File: src/hdl/aipc_pkg.sv
// Package for the aligned interval pulse counter.
// Holds field widths, interval constants and command codes.
// No dependencies; used by the top level and by its checker.
`default_nettype none

package aipc_pkg;

  // Widths of the transaction fields and of the register
  localparam int unsigned TimeW     = 32;
  localparam int unsigned CountW    = 32;
  localparam int unsigned IntervalW = 17;

  typedef logic [TimeW-1:0]     time_t;
  typedef logic [CountW-1:0]    count_t;
  typedef logic [IntervalW-1:0] ival_t;

  // Interval limits and alignment constants, in seconds
  localparam ival_t MIN_INTERVAL    = 17'd10;
  localparam ival_t MINUTE_SECS     = 17'd60;
  localparam ival_t ALIGN_LONG_SECS = 17'd600;
  localparam ival_t MAX_INTERVAL    = 17'd86400;
  localparam ival_t REQUEST_RESET   = 17'd60;

  // Input command codes
  localparam logic CMD_ARM   = 1'b0;
  localparam logic CMD_PULSE = 1'b1;

endpackage : aipc_pkg

`default_nettype wire

File: src/hdl/aligned_interval_pulse_counter.sv
// Top level of the aligned interval pulse counter: sequencer plus one
// shared bit-serial remainder unit. Depends on aipc_pkg.
//
//   Channel  | Direction | Handshake              | Payload
//   ---------+-----------+------------------------+-------------------------------------
//   in       | input     | in_valid_i/in_ready_o  | command_i, now_seconds_i
//   out      | output    | out_valid_o/out_ready_i| pulse_count_o, interval_end_time_o,
//            |           |                        | interval_seconds_o
//   cfg      | input     | cfg_we_i (no wait)     | cfg_wdata_i (interval request)
//
// A pulse that closes no interval, or arrives before arming, is taken without leaving idle.
// A pulse that closes an interval first waits for the output register, then runs the
// 32-step remainder for the deadline catch-up.
// An arm transaction runs a 17-step (skipped for requests below 10), a 32-step and,
// for intervals below a minute, a 6-step remainder one after the other on the same unit.
// Reset clears all control state at once; there is no clearing pass.
// A stalled output register holds its transaction and blocks the next report;
// while that report waits, no input is taken.
`default_nettype none

module aligned_interval_pulse_counter (
  input  wire logic                             clk_i,
  input  wire logic                             rst_ni,
  input  wire logic                             cfg_we_i,
  input  wire logic [aipc_pkg::IntervalW-1:0]   cfg_wdata_i,
  input  wire logic                             in_valid_i,
  output logic                                  in_ready_o,
  input  wire logic                             command_i,
  input  wire logic [aipc_pkg::TimeW-1:0]       now_seconds_i,
  output logic                                  out_valid_o,
  input  wire logic                             out_ready_i,
  output logic [aipc_pkg::CountW-1:0]           pulse_count_o,
  output logic [aipc_pkg::TimeW-1:0]            interval_end_time_o,
  output logic [aipc_pkg::IntervalW-1:0]        interval_seconds_o
);

  // Sequencer state codes
  localparam logic [3:0] S_IDLE   = 4'd0;
  localparam logic [3:0] S_N_DIV  = 4'd1;
  localparam logic [3:0] S_N_FIN  = 4'd2;
  localparam logic [3:0] S_A_DIVN = 4'd3;
  localparam logic [3:0] S_A_S    = 4'd4;
  localparam logic [3:0] S_A_DIVS = 4'd5;
  localparam logic [3:0] S_A_FIN  = 4'd6;
  localparam logic [3:0] S_A_SET  = 4'd7;
  localparam logic [3:0] S_P_EMIT = 4'd8;
  localparam logic [3:0] S_P_DIV  = 4'd9;
  localparam logic [3:0] S_P_FIN  = 4'd10;
  localparam logic [3:0] S_P_SET  = 4'd11;

  localparam int unsigned ShortPad = aipc_pkg::TimeW - aipc_pkg::IntervalW;

  logic [3:0]             state_q, state_d;
  aipc_pkg::ival_t        req_q, req_d;
  aipc_pkg::count_t       tally_q, tally_d;
  aipc_pkg::time_t        deadline_q, deadline_d;
  aipc_pkg::ival_t        iv_q, iv_d;
  logic                   armed_q, armed_d;
  aipc_pkg::time_t        now_q, now_d;
  aipc_pkg::time_t        wrk_q, wrk_d;

  // Remainder unit registers
  aipc_pkg::ival_t        rem_q, rem_d;
  aipc_pkg::time_t        dvd_q, dvd_d;
  aipc_pkg::ival_t        div_q, div_d;
  logic [5:0]             cnt_q, cnt_d;

  // Output register
  logic                   out_valid_q, out_valid_d;
  aipc_pkg::count_t       oc_q, oc_d;
  aipc_pkg::time_t        oe_q, oe_d;
  aipc_pkg::ival_t        os_q, os_d;

  // Combinational helpers
  logic [aipc_pkg::IntervalW:0]   shifted;
  logic [aipc_pkg::IntervalW+1:0] trial;
  aipc_pkg::ival_t                rem_step;
  aipc_pkg::ival_t                clamp;
  aipc_pkg::ival_t                iv_norm;
  aipc_pkg::time_t                overdue;

  // One restoring division step: shift in the next dividend bit, subtract if it fits.
  assign shifted  = {rem_q, dvd_q[aipc_pkg::TimeW-1]};
  assign trial    = {1'b0, shifted} - {2'b00, div_q};
  assign rem_step = trial[aipc_pkg::IntervalW+1] ? shifted[aipc_pkg::IntervalW-1:0]
                                                 : trial[aipc_pkg::IntervalW-1:0];

  // Request clamped to one day, normalised interval and time past the deadline.
  assign clamp   = (req_q > aipc_pkg::MAX_INTERVAL) ? aipc_pkg::MAX_INTERVAL : req_q;
  assign iv_norm = wrk_q[aipc_pkg::IntervalW-1:0] - rem_q;
  assign overdue = now_q - deadline_q;

  assign in_ready_o          = (state_q == S_IDLE);
  assign out_valid_o         = out_valid_q;
  assign pulse_count_o       = oc_q;
  assign interval_end_time_o = oe_q;
  assign interval_seconds_o  = os_q;

  // Sequencer and datapath next-state logic
  always_comb begin
    state_d     = state_q;
    req_d       = req_q;
    tally_d     = tally_q;
    deadline_d  = deadline_q;
    iv_d        = iv_q;
    armed_d     = armed_q;
    now_d       = now_q;
    wrk_d       = wrk_q;
    rem_d       = rem_q;
    dvd_d       = dvd_q;
    div_d       = div_q;
    cnt_d       = cnt_q;
    out_valid_d = out_valid_q && !out_ready_i;
    oc_d        = oc_q;
    oe_d        = oe_q;
    os_d        = os_q;

    if (cfg_we_i) begin
      req_d = cfg_wdata_i;
    end

    case (state_q)
      S_IDLE: begin
        if (in_valid_i) begin
          if (command_i == aipc_pkg::CMD_ARM) begin
            now_d = now_seconds_i;
            if (clamp < aipc_pkg::MIN_INTERVAL) begin
              // Short request: interval is fixed, go straight to alignment.
              iv_d    = aipc_pkg::MIN_INTERVAL;
              rem_d   = '0;
              dvd_d   = now_seconds_i;
              div_d   = aipc_pkg::MINUTE_SECS;
              cnt_d   = 6'd32;
              state_d = S_A_DIVN;
            end else begin
              wrk_d   = {{ShortPad{1'b0}}, clamp};
              rem_d   = '0;
              dvd_d   = {clamp, {ShortPad{1'b0}}};
              div_d   = (clamp < aipc_pkg::MINUTE_SECS) ? aipc_pkg::MIN_INTERVAL
                                                        : aipc_pkg::MINUTE_SECS;
              cnt_d   = 6'(aipc_pkg::IntervalW);
              state_d = S_N_DIV;
            end
          end else if (armed_q) begin
            if (now_seconds_i > deadline_q) begin
              now_d   = now_seconds_i;
              state_d = S_P_EMIT;
            end else if (tally_q != '1) begin
              tally_d = tally_q + aipc_pkg::count_t'(1);
            end
          end
        end
      end

      S_N_DIV, S_A_DIVN, S_A_DIVS, S_P_DIV: begin
        rem_d = rem_step;
        dvd_d = {dvd_q[aipc_pkg::TimeW-2:0], 1'b0};
        cnt_d = cnt_q - 6'd1;
        if (cnt_q == 6'd1) begin
          case (state_q)
            S_N_DIV:  state_d = S_N_FIN;
            S_A_DIVN: state_d = (iv_q < aipc_pkg::MINUTE_SECS) ? S_A_S : S_A_FIN;
            S_A_DIVS: state_d = S_A_FIN;
            default:  state_d = S_P_FIN;
          endcase
        end
      end

      // Interval rounded down; now find the start within the minute or ten minutes.
      S_N_FIN: begin
        iv_d    = iv_norm;
        rem_d   = '0;
        dvd_d   = now_q;
        div_d   = (iv_norm < aipc_pkg::MINUTE_SECS) ? aipc_pkg::MINUTE_SECS
                                                    : aipc_pkg::ALIGN_LONG_SECS;
        cnt_d   = 6'd32;
        state_d = S_A_DIVN;
      end

      // Seconds within the minute, reduced modulo the short interval.
      S_A_S: begin
        dvd_d   = {rem_q[5:0], {(aipc_pkg::TimeW-6){1'b0}}};
        rem_d   = '0;
        div_d   = iv_q;
        cnt_d   = 6'd6;
        state_d = S_A_DIVS;
      end

      S_A_FIN: begin
        wrk_d   = now_q - {{ShortPad{1'b0}}, rem_q};
        state_d = S_A_SET;
      end

      S_A_SET: begin
        deadline_d = wrk_q + {{ShortPad{1'b0}}, iv_q};
        armed_d    = 1'b1;
        state_d    = S_IDLE;
      end

      // Report the closed interval once the output register is free.
      S_P_EMIT: begin
        if (!out_valid_q || out_ready_i) begin
          out_valid_d = 1'b1;
          oc_d        = tally_q;
          oe_d        = deadline_q;
          os_d        = iv_q;
          tally_d     = aipc_pkg::count_t'(1);
          wrk_d       = overdue;
          deadline_d  = deadline_q + {{ShortPad{1'b0}}, iv_q};
          rem_d       = '0;
          dvd_d       = overdue;
          div_d       = iv_q;
          cnt_d       = 6'd32;
          state_d     = S_P_DIV;
        end
      end

      // Catch-up: whole intervals elapsed beyond the first.
      S_P_FIN: begin
        if (wrk_q > {{ShortPad{1'b0}}, iv_q}) begin
          wrk_d = wrk_q - {{ShortPad{1'b0}}, rem_q};
        end else begin
          wrk_d = '0;
        end
        state_d = S_P_SET;
      end

      S_P_SET: begin
        deadline_d = deadline_q + wrk_q;
        state_d    = S_IDLE;
      end

      default: begin
        state_d = S_IDLE;
      end
    endcase
  end

  // Control state
  always_ff @(posedge clk_i or negedge rst_ni) begin
    if (!rst_ni) begin
      state_q     <= S_IDLE;
      req_q       <= aipc_pkg::REQUEST_RESET;
      tally_q     <= '0;
      deadline_q  <= '0;
      iv_q        <= '0;
      armed_q     <= 1'b0;
      cnt_q       <= '0;
      out_valid_q <= 1'b0;
    end else begin
      state_q     <= state_d;
      req_q       <= req_d;
      tally_q     <= tally_d;
      deadline_q  <= deadline_d;
      iv_q        <= iv_d;
      armed_q     <= armed_d;
      cnt_q       <= cnt_d;
      out_valid_q <= out_valid_d;
    end
  end

  // Working and output payload registers
  always_ff @(posedge clk_i) begin
    now_q <= now_d;
    wrk_q <= wrk_d;
    rem_q <= rem_d;
    dvd_q <= dvd_d;
    div_q <= div_d;
    oc_q  <= oc_d;
    oe_q  <= oe_d;
    os_q  <= os_d;
  end

endmodule : aligned_interval_pulse_counter

`default_nettype wire

File: config.mk
export PLATFORM = sky130hd
export DESIGN_NAME = aligned_interval_pulse_counter
export DESIGN_NICKNAME = d
export VERILOG_FILES = /design/src/hdl/aipc_pkg.sv /design/src/hdl/aligned_interval_pulse_counter.sv
export SDC_FILE = /design/constraint.sdc
export NUM_CORES = 1
export LEC_CHECK = 0
export BUFFER_PORTS_ARGS = -buffer_cell sky130_fd_sc_hd__buf_2
export CAP_MARGIN = 5
export CORE_MARGIN = 2
export CORE_UTILIZATION = 55
export CTS_CLUSTER_DIAMETER = 50
export CTS_CLUSTER_SIZE = 8
export DETAILED_ROUTE_END_ITERATION = 10
export PLACE_DENSITY = 0.71
export SLEW_MARGIN = 30
export SYNTH_ARGS = -nofsm -noshare
export SYNTH_HDL_FRONTEND = slang
export SYNTH_SLANG_ARGS = --single-unit
File: constraint.sdc
create_clock -name clk_i -period 5.38 [get_ports clk_i]
set_input_delay 0.269 -clock clk_i [delete_from_list [all_inputs] [get_ports clk_i]]
set_output_delay 0.269 -clock clk_i [all_outputs]
set_load 0.05 [all_outputs]
Word level (Yosys, flattened, before mapping)
Cells that the tools add are included.
{"block": "classes", "n_addsub": 10, "n_lt_le_gt_ge": 7, "eq_ne": 27, "mux": 56, "reduce_logical": 24}
{"operator": "$mux W32", "count": 18}
{"operator": "$mux W17", "count": 11}
{"operator": "$pmux W32 S5", "count": 1}
{"operator": "$pmux W17 S4", "count": 2}
{"operator": "$pmux W32 S4", "count": 1}
{"operator": "$pmux W32 S3", "count": 1}
{"operator": "$add A32 B17 Y32", "count": 2}
{"operator": "$pmux W32 S2", "count": 1}
{"operator": "$sub A32 B17 Y32", "count": 2}
{"operator": "$lt A17 B6 Y1 const B", "count": 3}
{"operator": "$mux W6", "count": 6}
{"operator": "$pmux W17 S2", "count": 1}
{"operator": "$add A32 B1 Y32 const B", "count": 1}
{"operator": "$add A32 B32 Y32", "count": 1}
{"operator": "$gt A32 B17 Y1", "count": 1}
{"operator": "$gt A32 B32 Y1", "count": 1}
{"operator": "$ne A32 B32 Y1 const B", "count": 1}
{"operator": "$sub A32 B32 Y32", "count": 1}
{"operator": "$pmux W6 S5", "count": 1}
{"operator": "$pmux W4 S7", "count": 1}
{"operator": "$mux W4", "count": 6}
{"operator": "$reduce_and A4 Y1", "count": 5}
{"operator": "$sub A18 B17 Y19", "count": 1}
{"operator": "$gt A17 B17 Y1 const B", "count": 1}
{"operator": "other kinds (28)", "count": 54}
{"block": "word_totals", "regBits": 321, "in_bits": 55, "output_inout_bits": 83}

Logic depth before layout (Yosys ltp)
Gate-level depths: netlist (run 1).
{"block": "logic_depth", "ltp_word": 8, "mapped_depth": 17, "ltp_nobuf": 15}

Worst setup path after synthesis (run 1)
No wires, ideal clock.
{"block": "synth_path", "kind": "register to register", "start": "reg req_q[11]", "end": "reg wrk_q[0] (enable)", "arrival_time_ns": 4.367, "t_required_ns": 4.910, "setup_slack_ns": 0.542, "stages_incl_launch_ff": 11, "path_buffers": 1, "period_less_slack_ns": 4.838, "path_cell_list": "dfrtp_1 > or3_1 > a21oi_1 > a2bb2oi_1 > nand2_1 > and4b_1 > a21boi_1 > clkbuf_1 > nor2_1 > o21bai_1 > a211oi_1"}
{"block": "synth_via", "elab_chain_cells": 5}
{"item": "start: declaration", "line": "aligned_interval_pulse_counter.sv:54", "text": "aipc_pkg::ival_t req_q, req_d;"}
{"item": "start signal: assignment", "line": "aligned_interval_pulse_counter.sv:243", "text": "req_q <= aipc_pkg::REQUEST_RESET;"}
{"item": "start signal: assignment", "line": "aligned_interval_pulse_counter.sv:252", "text": "req_q <= req_d;"}
{"item": "$gt A17 B17 Y1", "line": "aligned_interval_pulse_counter.sv:89", "text": "assign clamp = (req_q > aipc_pkg::MAX_INTERVAL) ? aipc_pkg::MAX_INTERVAL : req_q;"}
{"item": "$mux W17 *", "line": "aligned_interval_pulse_counter.sv:89"}
{"item": "$lt A17 B4 Y1 *", "line": "aligned_interval_pulse_counter.sv:127", "text": "if (clamp < aipc_pkg::MIN_INTERVAL) begin"}
{"item": "$ne A2 B2 Y1 (no source line) *"}
{"item": "$reduce_and A5 Y1 (no source line) *"}
{"item": "end signal: assignment", "line": "aligned_interval_pulse_counter.sv:265", "text": "wrk_q <= wrk_d;"}
{"item": "end: declaration", "line": "aligned_interval_pulse_counter.sv:60", "text": "aipc_pkg::time_t wrk_q, wrk_d;"}
Every way passes the cells marked *; elsewhere a longest branch is shown, timed or not.
A chain may end at the register's enable or synchronous reset.

Final worst setup path (run 1)
{"block": "layout_path", "start": "reg state_q[2]", "end": "reg deadline_q[30]"}
{"block": "layout_via", "elab_chain_cells": 3}
{"item": "start: declaration", "line": "aligned_interval_pulse_counter.sv:53", "text": "logic [3:0] state_q, state_d;"}
{"item": "start signal: assignment", "line": "aligned_interval_pulse_counter.sv:251", "text": "state_q <= state_d;"}
{"item": "$eq A4 B4 Y1 / $eq A4 B3 Y1 (equally long branches)", "line": "aligned_interval_pulse_counter.sv:122", "text": "case (state_q)"}
{"item": "$ne A2 B2 Y1 (no source line) / $reduce_bool A3 Y1 (equally long branches)"}
{"item": "$reduce_and A2 Y1 (no source line)"}
{"item": "end signal: assignment", "line": "aligned_interval_pulse_counter.sv:254", "text": "deadline_q <= deadline_d;"}
{"item": "end: declaration", "line": "aligned_interval_pulse_counter.sv:56", "text": "aipc_pkg::time_t deadline_q, deadline_d;"}
Several ways; a longest one is shown, not always the timed one.

==> flow_summary.json, run 1 <==
{
  "status": "completed",
  "numCtsBuffers": 51,
  "p_int_mw": 9.13,
  "wl_met1_mm": 31.0,
  "n_antenna_cell": 0,
  "die_area_mm2": 0.0415,
  "clock_power_share_pct": 18.4,
  "slew_violations": 0,
  "wl_mm": 74.3,
  "clk_path_buf_depth": 3,
  "crit_path_end_kind": "flop",
  "cp_max_fo": 34,
  "io_pins": 138,
  "grt_overflow": 0,
  "cts-root-buf": "clkbuf_16",
  "hold_slack_ns": 0.142,
  "clk_latency_ns": 0.60,
  "routed_via_density": 6.40,
  "tns_ns": 0,
  "synth_area_mm2": 0.0219,
  "grt_pass1_wl_mm": 111,
  "dieWidth_um": 204,
  "cts_tree": "done",
  "leakagePower_nw": 10.8,
  "cts_resized": 0,
  "top_layer": "met4",
  "h-tree-depth": 2,
  "period_needed_ns": 4.59,
  "initial_core_util_pct": 55.5,
  "gp_congestion": 0.990,
  "hold_viol_final": 0,
  "cts_sinks": 321,
  "core-area_mm2": 0.0395,
  "rsz0062_at_grt": "false",
  "place_hpwl_mm": 55.3,
  "vias": 19548,
  "finalClockSkew_ns": 0.0195,
  "setup_violations": 0,
  "grt_max_degree": 70,
  "ys_types": 96,
  "worst_ep_required_time_ns": 5.86,
  "cp.arrival_ns": 5.08,
  "synth-edff-count": 211,
  "track_usage_pct": 35.6,
  "dr.first_iter.drc_count": 1998,
  "synth_warnings": 0,
  "syn-instance-count": 2304,
  "antenna_found_initial": 0,
  "wl_per_cell_um": 24.4,
  "synth_top_flop_cell": "edfxtp_1",
  "swShare_pct": 46.8,
  "maxCapViolations": 0,
  "post-route-period-util_pct": 85.4,
  "dr.pass1.iters": 7,
  "power_density_mw_per_mm2": 677,
  "syn-mean-instance-area_um2": 9.52,
  "drc": 0,
  "nets": 2729,
  "synthArstFlopShare_pct": 34.3,
  "hold_class": "input port to flop",
  "path_clk_slew_ns": 0.05,
  "synth_seq_cells": 321,
  "p_comb_share_pct": 55.6,
  "pwr-share-seq_pct": 26.1,
  "routed-wl-met3_mm": 7.44,
  "tightest_slew_ns": 1.00,
  "ant_nets": 0,
  "grt_pass1_vias": 18575,
  "drive_gt1_share_pct": 11.5,
  "max_freq_ghz": 0.218,
  "cp-start-kind": "flop",
  "port-buffer-count": 137,
  "synth_fp_nets": 2547,
  "num_rows": 73,
  "syn2layout_area_growth_pct": 15.5,
  "yosysSeqAreaShare_pct": 41.4,
  "die_h_um": 204,
  "worstSetupPathType": "flop to flop",
  "relSlewSlack_pct": 33.0,
  "met2WireLength_mm": 32.7,
  "vdd_drop_max_uv": 330,
  "p_sw_mw": 8.04
}
## flip-flops by register name, indices dropped and copies added (netlist names)
signal / cells
armed_q: 1
cnt_q: 6
deadline_q: 32
div_q: 17
dvd_q: 32
interval_end_time_o: 32
interval_seconds_o: 17
iv_q: 17
now_q: 32
out_valid_o: 1
pulse_count_o: 32
rem_q: 17
req_q: 17
state_q: 4
tally_q: 32
wrk_q: 32
## through the flow
step | instances | utilization (%) | power (mW) | worst slack [ns] | area, µm²
finish | 3053 | 64.1 | 17.2 | 0.785 | 25400
CTS | 3053 | 64.1 | 17.0 | 0.868 | 25300
detailed placement | 2907 | 58.7 | 13.7 | 0.872 | 23200
global placement | 2907 | 58.7 | 13.6 | 1.04 | 23200
floorplan | 2304 | - | 10.9 | 0.542 | 21900
global route | 3053 | 64.1 | 18.2 | 0.577 | 25400
## area by class of cell
cell class / count / area (µm²)
fill: 3241 / 14200
multi-input combinational: 1754 / 12000
sequential: 321 / 9090
clock buffer: 86 / 1510
timing repair buffer: 212 / 1400
tap: 525 / 657
inverter: 146 / 548
clock inverter: 9 / 115
## placed cells by master (no fill, tap or decap), types with 9 or more instances in the layout
cell type | synthesis | layout
or3_1 | 13 | 13
clkbuf_1 | 76 | 28
dfrtp_1 | 106 | 106
dlygate4sd3_1 | 0 | 51
edfxtp_1 | 211 | 211
nand3_1 | 66 | 66
o21ai_0 | 105 | 104
inv_1 | 145 | 145
nor3_1 | 31 | 29
o21bai_1 | 20 | 20
mux2i_1 | 16 | 16
o31ai_1 | 11 | 11
nand2b_1 | 20 | 20
nand4_1 | 29 | 29
a211oi_1 | 22 | 21
buf_4 | 1 | 23
nor2_1 | 202 | 197
a222oi_1 | 26 | 26
and3_1 | 37 | 37
clkbuf_16 | 0 | 54
nor4_1 | 17 | 17
a22oi_1 | 14 | 14
nand2_1 | 216 | 216
buf_2 | 3 | 136
a31oi_1 | 16 | 16
mux2_2 | 18 | 18
o211ai_1 | 26 | 26
a22o_1 | 9 | 9
o21a_1 | 14 | 14
xor2_1 | 61 | 61
and2_1 | 19 | 19
nor2b_1 | 28 | 27
a21o_1 | 64 | 64
a21oi_1 | 168 | 168
a211o_1 | 11 | 11
xnor2_1 | 111 | 111
o21ai_1 | 30 | 30
o221ai_1 | 18 | 18
ha_1 | 182 | 182
## power by group through the flow
stage	registers [mW]	clock network (mW)	logic, mW
after floorplan	4.03	0	6.90
after global placement	4.46	0	9.10
after detailed placement	4.47	0	9.24
after CTS	4.44	3.19	9.33
after global routing	4.51	3.30	10.4
final	4.48	3.15	9.55
## cell families after synthesis
logic type	after synthesis	share of synthesized area, %
adder cells (fa/ha/maj)	189	11.0
AO/OA/AOI/OAI	643	19.7
AND/OR/NAND/NOR	715	15.4
flip-flops	321	41.4
multiplexers	35	1.71
XOR/XNOR	172	6.87
buffers and inverters	229	3.99
## per-layer routing
layer	track usage, %	vias to the layer above
met5	0	-
met3	5.50	170
met4	15.0	0
met2	54.7	1123
li1	-	8877
met1	50.1	9378
## synthesized netlist by cell type (7+ instances only)
| cell | instances | area, µm² |
|---|---|---|
| a211o_1 | 11 | 96.3 |
| a211oi_1 | 22 | 165 |
| a21o_1 | 64 | 480 |
| a21oi_1 | 168 | 841 |
| a221o_1 | 7 | 70.1 |
| a222oi_1 | 26 | 260 |
| a22o_1 | 9 | 78.8 |
| a22oi_1 | 14 | 105 |
| a31oi_1 | 16 | 100 |
| a41oi_1 | 8 | 70.1 |
| and2_1 | 19 | 119 |
| and3_1 | 37 | 231 |
| clkbuf_1 | 76 | 285 |
| dfrtp_1 | 106 | 2650 |
| edfxtp_1 | 211 | 6340 |
| ha_1 | 182 | 2280 |
| inv_1 | 145 | 544 |
| mux2_2 | 18 | 203 |
| mux2i_1 | 16 | 160 |
| nand2_1 | 216 | 811 |
| nand2b_1 | 20 | 125 |
| nand3_1 | 66 | 330 |
| nand3b_1 | 8 | 60.1 |
| nand4_1 | 29 | 181 |
| nor2_1 | 202 | 758 |
| nor2b_1 | 28 | 175 |
| nor3_1 | 31 | 155 |
| nor4_1 | 17 | 106 |
| o211ai_1 | 26 | 195 |
| o21a_1 | 14 | 105 |
| o21ai_0 | 105 | 526 |
| o21ai_1 | 30 | 150 |
| o21bai_1 | 20 | 150 |
| o221ai_1 | 18 | 158 |
| o22ai_1 | 8 | 50.1 |
| o31ai_1 | 11 | 82.6 |
| or3_1 | 13 | 81.3 |
| xnor2_1 | 111 | 972 |
| xor2_1 | 61 | 534 |
## path summary, 6_finish.rpt
| path | from | end | slack (ns) | cells past startpoint |
|---|---|---|---|---|
| worst max-delay path | state_q[2]$_DFFE_PN0P_ | deadline_q[30]$_DFFE_PN0P_ | 0.79 | 15 |
| worst min-delay path | cfg_we_i | req_q[12]$_DFFE_PN0P_ | 0.14 | 2 |
| worst max register to register | state_q[2]$_DFFE_PN0P_ | deadline_q[30]$_DFFE_PN0P_ | 0.79 | 15 |
| worst min register to register | deadline_q[25]$_DFFE_PN0P_ | interval_end_time_o[25]$_DFFE_PP_ | 0.49 | 0 |
| max in group asynchronous | rst_ni | deadline_q[8]$_DFFE_PN0P_ | 3.97 | 3 |
| min in group asynchronous | rst_ni | cnt_q[5]$_DFFE_PN0P_ | 0.24 | 2 |
## repair_timing
action | 4_1_cts | 5_1_grt
setup buffers | 0 | 0
hold buffers | 51 | 0
endpoints found under the hold margin | 115 | 0
## worst max-delay path: stages (launching register included)
cell	delay [ns]
dfrtp_1	0.49
nand2b_1	0.33
nor2_2	0.28
buf_4	0.34
o21ai_0	0.21
fa_1	0.47
a21o_1	0.20
a221oi_2	0.46
nand3_1	0.15
o2111a_1	0.25
o31ai_1	0.43
a21boi_1	0.15
o21ai_1	0.18
a21oi_1	0.11
xnor2_1	0.13
a222oi_1	0.28
Note: power is estimated with default switching activity, not from simulation.
==> inputs of run 2 (changes only) <==
CTS_BUF_LIST = sky130_fd_sc_hd__clkbuf_4 sky130_fd_sc_hd__clkbuf_8 sky130_fd_sc_hd__clkbuf_16   (was unset)
==> run 2 against run 1 <==
Effect of this change: cell count stayed put; flip-flop and latch count unchanged; global-route usage grew 0.073 points; power grew 0.69%; critical endpoint unchanged; non-clock buffer count stayed put; critical path depth did not move; worst setup slack improved by 0.031 ns; clock-buffer cell count is the same; largest cell class unchanged; hold slack got worse by 0.00081 ns; final area grew 0.41%; die area did not move; via count decreased by 0.21%.
==> flow_summary.json, run 2 (synthesis gave the netlist of run 1 again) <==
{
  "num_rows": 73,
  "tightest_slew_ns": 1.04,
  "final_common_cell": "nand2_1",
  "clock_power_share_pct": 19.0,
  "clk_latency_ns": 0.61,
  "holdBufCountCts": 51,
  "tns_ns": 0,
  "layout_setup_ws_ns": 0.816,
  "die_h_um": 204,
  "grt_max_degree": 70,
  "p_sw_mw": 8.02,
  "routed_via_density": 6.39,
  "slew_violations": 0,
  "port-buffer-count": 137,
  "clk_path_buf_depth": 3,
  "regToRegStartpoint": "state_q[2]$_DFFE_PN0P_",
  "antenna_found_initial": 0,
  "core-area_mm2": 0.0395,
  "status": "completed",
  "finalClockSkew_ns": 0.0217,
  "hold_class": "input port to flop",
  "fin_cells": 3053,
  "numCtsBuffers": 51,
  "dieWidth_um": 204,
  "n_antenna_cell": 0,
  "p_comb_share_pct": 55.1,
  "vdd_drop_max_uv": 333,
  "maxCapViolations": 0,
  "initial_core_util_pct": 55.5,
  "crit_path_start": "state_q[2]$_DFFE_PN0P_",
  "drc": 0,
  "cp-start-kind": "flop",
  "worst_ep_required_time_ns": 5.86,
  "min_from": "cfg_we_i",
  "cts_tree": "done",
  "pwr-share-seq_pct": 25.9,
  "relSlewSlack_pct": 30.6,
  "max_freq_ghz": 0.219,
  "die_area_mm2": 0.0415,
  "worstSetupPathType": "flop to flop",
  "dr.first_iter.drc_count": 1936,
  "dr.pass1.iters": 8,
  "cp.arrival_ns": 5.04,
  "wl_per_cell_um": 24.4,
  "path_clk_slew_ns": 0.05,
  "final_cell_mix": "216 x nand2_1, 211 x edfxtp_1, 197 x nor2_1",
  "io_pins": 138,
  "hold_slack_ns": 0.141,
  "h-tree-depth": 2,
  "period_needed_ns": 4.56,
  "grt_overflow": 0,
  "vias": 19506,
  "nets": 2729,
  "track_usage_pct": 35.6,
  "grt_pass1_wl_mm": 111,
  "wl_mm": 74.4,
  "ant_nets": 0,
  "grt_pass1_vias": 18653,
  "post_cts_buffers": 0,
  "syn2layout_area_growth_pct": 16.0,
  "power_density_mw_per_mm2": 679,
  "hold_viol_final": 0,
  "crit_path_end_kind": "flop",
  "cts_sinks": 321,
  "rsz0062_at_grt": "false",
  "post-route-period-util_pct": 84.8,
  "swShare_pct": 46.4,
  "dp_cells": 2907,
  "cp_max_fo": 34,
  "place_hpwl_mm": 55.3,
  "drive_gt1_share_pct": 12.6,
  "post-route-util_pct": 64.4,
  "dpl_worst_slack_ns": 0.872,
  "cts-root-buf": "clkbuf_16",
  "leakagePower_nw": 10.9,
  "p_int_mw": 9.27,
  "gp_congestion": 0.990,
  "setup_violations": 0,
  "cts_resized": 0
}
[run 2: cell counts in the layout (fill, tap and decap cells not counted)]
No cell type changed its count.
[run 2: area by class of cell]
type | instances | area [µm²]
clock buffers | 86 | 1620
flip-flops and latches | 321 | 9090
multi-input cells | 1754 | 12000
repair buffers | 212 | 1400
fillers | 3225 | 14100
inverters | 146 | 548
well taps | 525 | 657
clock inverters | 9 | 115
[run 2: metrics by stage]
| step | power (mW) | instance area [µm²] |
|---|---|---|
| 2_1_floorplan | 10.9 | 21900 |
| 3_3_place_gp | 13.6 | 23200 |
| 3_5_place_dp | 13.7 | 23200 |
| 4_1_cts | 17.1 | 25400 |
| 5_1_grt | 18.3 | 25500 |
| 6_report | 17.3 | 25500 |
[run 2: power by group through the flow]
stage,registers [mW],clock network (mW),logic [mW]
6_report,4.47,3.29,9.53
5_1_grt,4.51,3.44,10.4
4_1_cts,4.44,3.33,9.34
3_5_place_dp,4.47,0,9.24
3_3_place_gp,4.46,0,9.10
2_1_floorplan,4.03,0,6.90
[run 2: worst paths after layout]
path	to	slack, ns	cells after the start
max in group asynchronous	deadline_q[8]$_DFFE_PN0P_	3.98	3
worst max-delay path	deadline_q[30]$_DFFE_PN0P_	0.82	15
worst min register to register	interval_end_time_o[14]$_DFFE_PP_	0.48	0
worst max register to register	deadline_q[30]$_DFFE_PN0P_	0.82	15
worst min-delay path	req_q[12]$_DFFE_PN0P_	0.14	2
min in group asynchronous	cnt_q[5]$_DFFE_PN0P_	0.24	2
[run 2: critical path: stages (launching register included)]
cell and delay (ns):
dfrtp_1 0.50, nand2b_1 0.34, nor2_2 0.28, buf_4 0.34
o21ai_0 0.20, fa_1 0.46, a21o_1 0.20, a221oi_2 0.45
nand3_1 0.15, o2111a_1 0.24, o31ai_1 0.43, a21boi_1 0.15
o21ai_1 0.18, a21oi_1 0.11, xnor2_1 0.13, a222oi_1 0.28
[run 2: metal layers]
metal / routed length, µm / part of all wire [%] / GRT usage [%] / up-vias
met5: 0 / 0 / 0 / -
met4: 3110 / 4.2 / 15.3 / 0
met3: 7060 / 9.5 / 5.78 / 168
met2: 33000 / 44 / 54.8 / 1048
met1: 31300 / 42 / 49.9 / 9416
li1: - / - / - / 8874
